--- config.mk ---
export PLATFORM = sky130hd
export DESIGN_NAME = sem_ctrl_flat
export DESIGN_NICKNAME = d
export VERILOG_FILES = /design/src/design/sem_pkg.sv /design/src/design/sem_stream_if.sv /design/src/design/sem_ctrl.sv /design/src/flat_wrapper.sv
export SDC_FILE = /design/constraint.sdc
export NUM_CORES = 1
export LEC_CHECK = 0
export BUFFER_PORTS_ARGS = -buffer_cell sky130_fd_sc_hd__buf_2
export CORE_AREA = 10 10 47 49
export DETAILED_ROUTE_END_ITERATION = 10
export DIE_AREA = 0 0 57 59
export SKIP_LAST_GASP = 1
export SYNTH_ARGS = -nofsm -noshare
export SYNTH_HDL_FRONTEND = slang
export SYNTH_SLANG_ARGS = --single-unit
--- constraint.sdc ---
create_clock -name clk -period 1.8 [get_ports clk]
set_clock_uncertainty 0.05 [all_clocks]
set_input_delay 0.09 -clock clk [delete_from_list [all_inputs] [get_ports clk]]
set_output_delay 0.09 -clock clk [all_outputs]
set_load 0.1 [all_outputs]
--- src/design/sem_pkg.sv ---
`timescale 1ns / 1ps
// ============================================================================
// sem_pkg
// Shared types and constants of the Sobel edge magnitude block: geometry
// widths, register indexes, the controller states and the command and status
// bundles between the controller and the datapath.
// ============================================================================
package sem_pkg;

    localparam int MAX_LINE_PIXELS = 2048;

    localparam int PIXEL_W     = 8;
    localparam int FRAME_W_W   = 12;
    localparam int FRAME_H_W   = 16;
    localparam int MODE_W      = 1;
    localparam int CFG_DATA_W  = 16;
    localparam int CFG_INDEX_W = 2;

    localparam int LINE_ADDR_W = $clog2(MAX_LINE_PIXELS);
    localparam int EFF_W_W     = LINE_ADDR_W + 1;
    localparam int CLAMP_W     = (FRAME_W_W > EFF_W_W) ? FRAME_W_W : EFF_W_W;

    // Weighted column or row sums reach 4 * 255, absolute gradients likewise.
    localparam int GRAD_W = PIXEL_W + 2;
    localparam int PROD_W = 2 * GRAD_W;
    localparam int SQ_W   = 2 * GRAD_W + 1;

    localparam logic [PIXEL_W-1:0] EDGE_MAX = 8'd255;

    localparam logic [CFG_INDEX_W-1:0] CFG_FRAME_WIDTH    = 2'd0;
    localparam logic [CFG_INDEX_W-1:0] CFG_FRAME_HEIGHT   = 2'd1;
    localparam logic [CFG_INDEX_W-1:0] CFG_MAGNITUDE_MODE = 2'd2;

    localparam logic [FRAME_W_W-1:0] FRAME_WIDTH_RESET  = 12'd512;
    localparam logic [FRAME_H_W-1:0] FRAME_HEIGHT_RESET = 16'd512;

    typedef enum logic [2:0] {
        ST_IDLE,
        ST_GRAD,
        ST_MAG,
        ST_SQ_INIT,
        ST_SQRT,
        ST_SAT,
        ST_EMIT
    } sem_state_t;

    typedef struct packed {
        logic capture;
        logic drain;
        logic grad;
        logic mag;
        logic sq_init;
        logic sqrt_step;
        logic take_root;
        logic load_out;
    } sem_cmd_t;

    typedef struct packed {
        logic pending;
        logic emit;
        logic border;
        logic mode;
        logic sqrt_last;
        logic out_busy;
    } sem_status_t;

endpackage

--- src/design/sem_stream_if.sv ---
`timescale 1ns / 1ps
// ============================================================================
// sem_stream_if
// Valid/ready stream interfaces for the pixel input and the edge result
// output of the Sobel edge magnitude block.
// ============================================================================
interface sem_pixel_if;
    logic                        valid;
    logic                        ready;
    logic [sem_pkg::PIXEL_W-1:0] pixel;
    logic                        drain;

    modport source (output valid, output pixel, output drain, input ready);
    modport sink   (input valid, input pixel, input drain, output ready);
endinterface


--- src/design/sem_ctrl.sv ---
`timescale 1ns / 1ps
// ============================================================================
// sem_ctrl
// Controller of the Sobel edge magnitude block. It accepts one beat at a
// time and steps the datapath through gradient, magnitude and output.
// ============================================================================
module sem_ctrl (
    input  logic                 clk,
    input  logic                 rst_n,
    sem_pixel_if.sink            pixel_stream,
    input  sem_pkg::sem_status_t status,
    output sem_pkg::sem_cmd_t    cmd
);

    sem_pkg::sem_state_t state_reg;
    sem_pkg::sem_state_t state_next;

    always_ff @(posedge clk or negedge rst_n)
    begin
        if (!rst_n)
        begin
            state_reg <= sem_pkg::ST_IDLE;
        end
        else
        begin
            state_reg <= state_next;
        end
    end

    always_comb
    begin
        state_next         = state_reg;
        cmd                = '0;
        pixel_stream.ready = 1'b0;
        unique case (state_reg)
            sem_pkg::ST_IDLE:
            begin
                pixel_stream.ready = 1'b1;
                if (pixel_stream.valid)
                begin
                    if (pixel_stream.drain)
                    begin
                        if (status.pending)
                        begin
                            cmd.drain  = 1'b1;
                            state_next = sem_pkg::ST_EMIT;
                        end
                    end
                    else
                    begin
                        cmd.capture = 1'b1;
                        state_next  = sem_pkg::ST_GRAD;
                    end
                end
            end
            sem_pkg::ST_GRAD:
            begin
                cmd.grad = 1'b1;
                priority if (!status.emit)
                begin
                    state_next = sem_pkg::ST_IDLE;
                end
                else if (status.border)
                begin
                    state_next = sem_pkg::ST_EMIT;
                end
                else
                begin
                    state_next = sem_pkg::ST_MAG;
                end
            end
            sem_pkg::ST_MAG:
            begin
                cmd.mag    = 1'b1;
                state_next = status.mode ? sem_pkg::ST_EMIT : sem_pkg::ST_SQ_INIT;
            end
            sem_pkg::ST_SQ_INIT:
            begin
                cmd.sq_init = 1'b1;
                state_next  = sem_pkg::ST_SQRT;
            end
            sem_pkg::ST_SQRT:
            begin
                cmd.sqrt_step = 1'b1;
                if (status.sqrt_last)
                begin
                    state_next = sem_pkg::ST_SAT;
                end
            end
            sem_pkg::ST_SAT:
            begin
                cmd.take_root = 1'b1;
                state_next    = sem_pkg::ST_EMIT;
            end
            sem_pkg::ST_EMIT:
            begin
                if (!status.out_busy)
                begin
                    cmd.load_out = 1'b1;
                    state_next   = sem_pkg::ST_IDLE;
                end
            end
            default:
            begin
                state_next = sem_pkg::ST_IDLE;
            end
        endcase
    end

endmodule

--- src/flat_wrapper.sv ---
// flat-port wrapper written by rule: the top's interface ports become plain ports
module sem_ctrl_flat 
  (clk, rst_n, status, cmd, pixel_stream_valid, pixel_stream_pixel, pixel_stream_drain, pixel_stream_ready);
  sem_pixel_if pixel_stream_i ();
  input  logic clk;
  input  logic rst_n;
  input  sem_pkg::sem_status_t status;
  output sem_pkg::sem_cmd_t cmd;
  input wire logic [$bits(pixel_stream_i.valid)-1:0] pixel_stream_valid;
  input wire logic [$bits(pixel_stream_i.pixel)-1:0] pixel_stream_pixel;
  input wire logic [$bits(pixel_stream_i.drain)-1:0] pixel_stream_drain;
  output wire logic [$bits(pixel_stream_i.ready)-1:0] pixel_stream_ready;
  assign pixel_stream_i.valid = pixel_stream_valid;
  assign pixel_stream_i.pixel = pixel_stream_pixel;
  assign pixel_stream_i.drain = pixel_stream_drain;
  assign pixel_stream_ready = pixel_stream_i.ready;
  sem_ctrl u_core (.clk(clk), .rst_n(rst_n), .pixel_stream(pixel_stream_i), .status(status), .cmd(cmd));
endmodule
==> results.ini, run 1 <==
[floorplanning]
ios = 27
design.core.area_um2 = 1400
overall_die_width_um = 57
dieArea_um2 = 3360
fp.dieH_um = 59
initial_cell_density_of_the_core = 0.215
std_cell_rows = 14

[final_layout]
layout-drive-gt1-share = 0.525
multi_input_area_um2 = 224
ff_latch_area_um2 = 75.1
area.growth.synth_to_final_pct = 87.6
final_core_util = 0.404
number_of_filler_cells_placed_in_the_layout = 150
number_of_flip_flops_in_the_largest_register = 3
commonest_non_fill_non_tap_cell_in_the_layout = sky130_fd_sc_hd__buf_2
layout.cells.most_common_list = sky130_fd_sc_hd__buf_2 (12), sky130_fd_sc_hd__buf_12 (6), sky130_fd_sc_hd__nor2_1 (4), sky130_fd_sc_hd__nand2_1 (4)
antennaDiodeCount = 0
nNetsFinal = 80

[cts]
cts_post_setup_buffers_inserted = 0
worstSkewPairLatency_ns = 0.23
cts_tree = done
cts_resized = 0
cts_buffer_depth = 2
clock_tree.htree_level_count = 1
root_buffer = sky130_fd_sc_hd__clkbuf_4
numCtsBuffers = 3
cts.clk_slew.worst_paths_ns = 0.04
cts-hold-fix-buffers = 1
tritoncts_num_sinks = 3

[synthesis]
synth_nets = 56
yosysTopAreaCellShare = 0.249
ys_seq_area_frac = 0.249
syn-instance-count = 38
yosysWarningCount = 0
synth.distinct_cells = 24
avgSynthCellArea_um2 = 7.94
synthDominantAreaCellType = sky130_fd_sc_hd__dfrtp_1
synth-seq-cells = 3
synth_enable_flop_cells = 0
fraction_of_registers_with_async_set_or_reset_after_synthesis = 1.00
synth_top_cells_by_area = sky130_fd_sc_hd__dfrtp_1 (25%), sky130_fd_sc_hd__nor2_1 (7.5%), sky130_fd_sc_hd__a2111oi_2 (5.0%), sky130_fd_sc_hd__nand2_1 (5.0%), sky130_fd_sc_hd__nor2b_1 (4.1%)
ys.flop_type = sky130_fd_sc_hd__dfrtp_1
cell_area_after_synthesis_um2 = 302

[detailed_routing]
antenna_violating_nets_post_route = 0
remaining_drc_errors = 0
wire_per_inst_um = 12.3
drtPass1Iterations = 2
vias = 350
drt-initial-drc-count = 4
wirelength_um = 945
ratio_of_routed_vias_to_standard_cells = 4.55

[timing]
worstMarginPinSlew_ns = 0.489
fmax_achieved_ghz = 0.601
report.final.slew_viol_count = 0
final.period_utilization = 0.925
setup_viol = 0
timing.slew.headroom = 0.676
rsz0062_at_grt = no
final-hold-violation-count = 0
post-route-worst-setup-slack_ns = 0.136
final_period_minus_worst_setup_slack_ns = 1.66

[global_routing]
grt_first_pass_wirelength_um = 1520
track_usage = 0.0570
number_of_global_route_vias_before_repair = 354
antenna_violations_before_repair = 0
grt_residual_overflow = 0
grt_max_degree = 10

[worst_setup_path]
data_arrival_time_at_the_worst_slack_endpoint_ns = 1.52
worstSetupEndpointType = output pin
setup.worst_path.start_class = flop
critical_path.max_stage_delay_ns = 0.44
slowest_stage = sky130_fd_sc_hd__or3_4
crit_buf_inv = 1
path_delay_family = simple AND/OR/NAND/NOR gates
cp_cell_sequence = or3_4, nor3b_4, buf_12
critical_path.max_fanout = 7
timing.critical_path.required_ns = 1.66
critPathKind = reg2out

[outcome]
outcome = finished, final reports clean

[pwr]
p_int_uw = 511
cell_leakage_power_nw = 0.257
power.switching_fraction = 0.598
peak_supply_drop_v = 0.000620
pwr-share-clk = 0.090
seq_power_share = 0.111
power_spent_charging_and_discharging_nets_uw = 761
power_frac_comb = 0.800
power_density_nw_per_um2 = 2250
post-layout-total-power_mw = 1.27

[job]
max_cap_violations = 0

[placed_design]
gp_routability_congestion = 0.768
half_perimeter_wire_length_after_detailed_placement_um = 792
post-place-ws_ns = 0.367
io_buffers = 18

[worst_hold_path]
type_of_the_most_critical_hold_path = in2reg

## cells by family (layout without fill, tap and decap cells)
kind of cell / after synthesis / in the layout / share of synthesized area
compound gates: 9 / 9 / 0.253
buf+inv: 5 / 28 / 0.0954
flops: 3 / 3 / 0.249
simple gates: 21 / 21 / 0.402
## worst register-to-register path, delay by kind of cell, from the launching register on
| kind | cells | cell delay (ns) |
|---|---|---|
| and+or+nand+nor | 1 | 0.44 |
| DFF | 1 | 0.43 |
| AOI/OAI and AO/OA | 2 | 0.28 |
## cell usage after synthesis (2+ instances only)
| library cell | count |
|---|---|
| sky130_fd_sc_hd__nor2_1 | 6 |
| sky130_fd_sc_hd__nand2_1 | 4 |
| sky130_fd_sc_hd__dfrtp_1 | 3 |
| sky130_fd_sc_hd__inv_1 | 2 |
| sky130_fd_sc_hd__nor2b_1 | 2 |
| sky130_fd_sc_hd__buf_2 | 2 |
| sky130_fd_sc_hd__a21oi_1 | 2 |
## per-layer routing
layer / vias up / GRT usage / share of wire
met5: - / 0 / 0
li1: 184 / - / -
met2: 10 / 0.101 / 0.54
met1: 156 / 0.0581 / 0.44
met3: 0 / 0.0193 / 0.015
met4: 0 / 0.0302 / 0
## worst paths after layout
path | depth (start not counted) | endpoint | startpoint | slack, ns
max in group asynchronous | 2 | u_core.state_reg[2] | rst_n | 1.46
hold reg to reg | 2 | u_core.state_reg[0] | u_core.state_reg[0] | 0.55
setup reg to reg | 3 | u_core.state_reg[2] | u_core.state_reg[1] | 0.45
hold / removal | 4 | u_core.state_reg[0] | status[2] | 0.1
min in group asynchronous | 2 | u_core.state_reg[1] | rst_n | 0.13
setup / recovery | 3 | cmd[7] | u_core.state_reg[1] | 0.14
## stage by stage
step	TNS (ns)	cells	hold WS (ns)	cell area, um^2
2_1_floorplan	-1.12	38	-0.256	328
3_5_place_dp	0	72	-0.163	529
4_1_cts	0	77	0.0877	566
5_1_grt	0	77	0.104	566
3_3_place_gp	0	72	-0.166	529
6_report	0	77	0.0958	566
## power groups by stage
| stage | Clock [mW] | Sequential, mW | Combinational, mW |
|---|---|---|---|
| 6_report | 0.114 | 0.141 | 1.02 |
| 5_1_grt | 0.126 | 0.147 | 1.06 |
| 4_1_cts | 0.119 | 0.142 | 1.03 |
| 3_5_place_dp | 0 | 0.142 | 1.02 |
| 3_3_place_gp | 0 | 0.140 | 1.01 |
| 2_1_floorplan | 0 | 0.120 | 0.773 |
## final cells by class
class,count,area share
Sequential cell,3,0.133
Timing Repair Buffer,22,0.376
Inverter,2,0.0133
Multi-Input combinational cell,30,0.396
Tap cell,16,0.0354
Clock buffer,4,0.0465
Note: power is estimated with default switching activity, not from simulation.
==> inputs of run 2 (changes only) <==
BUFFER_PORTS_ARGS = -buffer_cell sky130_fd_sc_hd__buf_4   (was -buffer_cell sky130_fd_sc_hd__buf_2)
==> run 2 against run 1 <==
  * Worst hold slack got worse by 0.020 ns
  * Critical path type unchanged
  * Fmax is 0.18% higher
  * Sequential power shrank 16%
  * Combinational power down 7%
  * Total power down 6.9%
  * Largest power group unchanged
  * Sequential share of layout area rose by 1.1 points
  * Sequential cell count unchanged
  * Clock power is 4% higher
==> results.ini, run 2 (same netlist as run 1, synthesis figures left out) <==
[detailed_routing]
drt-initial-drc-count = 5  ; +1
vias = 351  ; +0.29%
wirelength_um = 935  ; -1.1%
remaining_drc_errors = 0  ; unchanged
drtPass1Iterations = 4  ; +2
ratio_of_routed_vias_to_standard_cells = 4.56  ; +0.29%
wire_per_inst_um = 12.1  ; -1.1%
antenna_violating_nets_post_route = 0  ; unchanged

[final_layout]
number_of_flip_flops_in_the_largest_register = 3  ; unchanged
commonest_non_fill_non_tap_cell_in_the_layout = sky130_fd_sc_hd__buf_4
antennaDiodeCount = 0  ; unchanged
area.growth.synth_to_final_pct = 72.6
layout-drive-gt1-share = 0.525  ; unchanged
postLayoutCellArea_um2 = 520  ; -8.0%
nNetsFinal = 80  ; unchanged
layout.cells.most_common_list = sky130_fd_sc_hd__buf_4 (21), sky130_fd_sc_hd__nor2_1 (4), sky130_fd_sc_hd__nand2_1 (4)

[cts]
cts_post_setup_buffers_inserted = 0  ; unchanged
cts.clk_slew.worst_paths_ns = 0.04  ; about the same
cts_buffer_depth = 2  ; unchanged
cts_tree = done
clock_tree.htree_level_count = 1  ; unchanged
numCtsBuffers = 3  ; unchanged
worstSkewPairLatency_ns = 0.23  ; about the same
tritoncts_num_sinks = 3  ; unchanged
cts_resized = 0  ; unchanged
root_buffer = sky130_fd_sc_hd__clkbuf_4

[timing]
fmax_achieved_ghz = 0.602  ; +0.18%
report.final.slew_viol_count = 0  ; unchanged
setup_viol = 0  ; unchanged
timing.slew.headroom = 0.728  ; +0.0517
rsz0062_at_grt = no
fin_hold_ws_ns = 0.0756  ; -0.0202 ns
final_period_minus_worst_setup_slack_ns = 1.66  ; -0.00291 ns
worstMarginPinSlew_ns = 0.407  ; -0.0820 ns
final.period_utilization = 0.923  ; -0.00162
final-hold-violation-count = 0  ; unchanged

[global_routing]
grt_first_pass_wirelength_um = 1590  ; +4.9%
grt_residual_overflow = 0  ; unchanged
number_of_global_route_vias_before_repair = 384  ; +8.5%
grt_max_degree = 14  ; +4
antenna_violations_before_repair = 0  ; unchanged
track_usage = 0.0616  ; +0.00456

[worst_setup_path]
slowest_stage = sky130_fd_sc_hd__or3_4
critical_path.max_fanout = 4  ; -3
cp_num_cells = 3  ; unchanged
timing.critical_path.required_ns = 1.66  ; about the same
worst-r2r-cell-count = 4  ; +1
data_arrival_time_at_the_worst_slack_endpoint_ns = 1.52  ; about the same
capture_point_of_the_critical_path = cmd[7]
cp_launch_point = u_core.state_reg[2]
worst_r2r_startpoint = u_core.state_reg[2]
cp_cell_sequence = or3_4, nor3b_4, buf_4
r2r_setup_slack_ns = 0.46  ; about the same
worstSetupEndpointType = output pin
critPathKind = reg2out
critical_path.max_stage_delay_ns = 0.43  ; about the same
rr_endpoint = u_core.state_reg[0]
setup.worst_path.start_class = flop
crit_buf_inv = 1  ; unchanged
path_delay_family = simple AND/OR/NAND/NOR gates

[pwr]
power_spent_charging_and_discharging_nets_uw = 742  ; -2.5%
post-layout-total-power_mw = 1.18  ; -6.9%
peak_supply_drop_v = 0.000747  ; +20%
pwr-share-clk = 0.100  ; +0.010
power_density_nw_per_um2 = 2270  ; +1.1%
cell_leakage_power_nw = 0.248  ; -3.8%
p_int_uw = 441  ; -14%
seq_power_share = 0.100  ; -0.011
power.switching_fraction = 0.627  ; +0.0288
power_frac_comb = 0.800  ; about the same

[floorplanning]
fp.dieH_um = 59  ; unchanged
std_cell_rows = 14  ; unchanged
initial_cell_density_of_the_core = 0.215  ; unchanged
dieArea_um2 = 3360  ; unchanged
ios = 27  ; unchanged
design.core.area_um2 = 1400  ; unchanged
overall_die_width_um = 57  ; unchanged

[outcome]
outcome = finished, final reports clean

[placed_design]
half_perimeter_wire_length_after_detailed_placement_um = 740  ; -6.7%
io_buffers = 18  ; unchanged
dpl_cell_area_um2 = 484  ; -8.5%
gp_routability_congestion = 0.724  ; -5.8%

[worst_hold_path]
hp-start = status[2]
type_of_the_most_critical_hold_path = in2reg

[job]
max_cap_violations = 0  ; unchanged

[run 2: per-layer routing]
| metal | part of all wire | global-route usage |
|---|---|---|
| met2 | 0.53 | 0.102 |
| met1 | 0.38 | 0.0515 |
| met3 | 0.064 | 0.0193 |
| met4 | 0.029 | 0.0805 |
| met5 | 0 | 0 |
[run 2: cell type report]
type / instances / area [um^2]
clock buffer: 4 / 26.3
fill: 150 / 881
inverter: 2 / 7.51
multi-input combinational: 30 / 224
sequential: 3 / 75.1
tap: 16 / 20.0
timing repair buffer: 22 / 168
[run 2: power groups by stage]
stage | registers (mW) | logic, mW | clock network [mW]
after global placement | 0.117 | 0.953 | 0
final | 0.118 | 0.947 | 0.118
after floorplan | 0.120 | 0.773 | 0
after detailed placement | 0.119 | 0.952 | 0
after global routing | 0.120 | 1.00 | 0.126
after CTS | 0.118 | 0.955 | 0.123
[run 2: worst min path at each step]
stage                     endpoint  slack (ns)  cells past startpoint
4_1_cts        u_core.state_reg[0]        0.07                      4
3_3_place_gp   u_core.state_reg[2]       -0.17                      1
3_5_place_dp   u_core.state_reg[1]       -0.17                      1
5_1_grt        u_core.state_reg[0]        0.09                      4
6_report       u_core.state_reg[0]        0.08                      4
2_1_floorplan  u_core.state_reg[0]       -0.26                      0
[run 2: stage by stage]
| stage | TNS, ns | util | worst slack [ns] | instances |
|---|---|---|---|---|
| after global routing | 0 | 0.371 | 0.0704 | 77 |
| after detailed placement | 0 | 0.346 | 0.380 | 72 |
| final | 0 | 0.371 | 0.139 | 77 |
| after floorplan | -1.12 | - | -0.411 | 38 |
| after global placement | 0 | 0.346 | 0.396 | 72 |
| after CTS | 0 | 0.371 | 0.123 | 77 |
[run 2: worst min-delay path: cells and delay by family]
| kind | cells | cell delay [ns] |
|---|---|---|
| AND/OR/NAND/NOR | 2 | 0.08 |
| AO/OA/AOI/OAI | 1 | 0.05 |
| buffers and inverters | 1 | 0.09 |
[run 2: timing repair]
action	CTS	global route
hold buffers	1	0
hold endpoints to repair	3	0
setup endpoints to repair	0	0
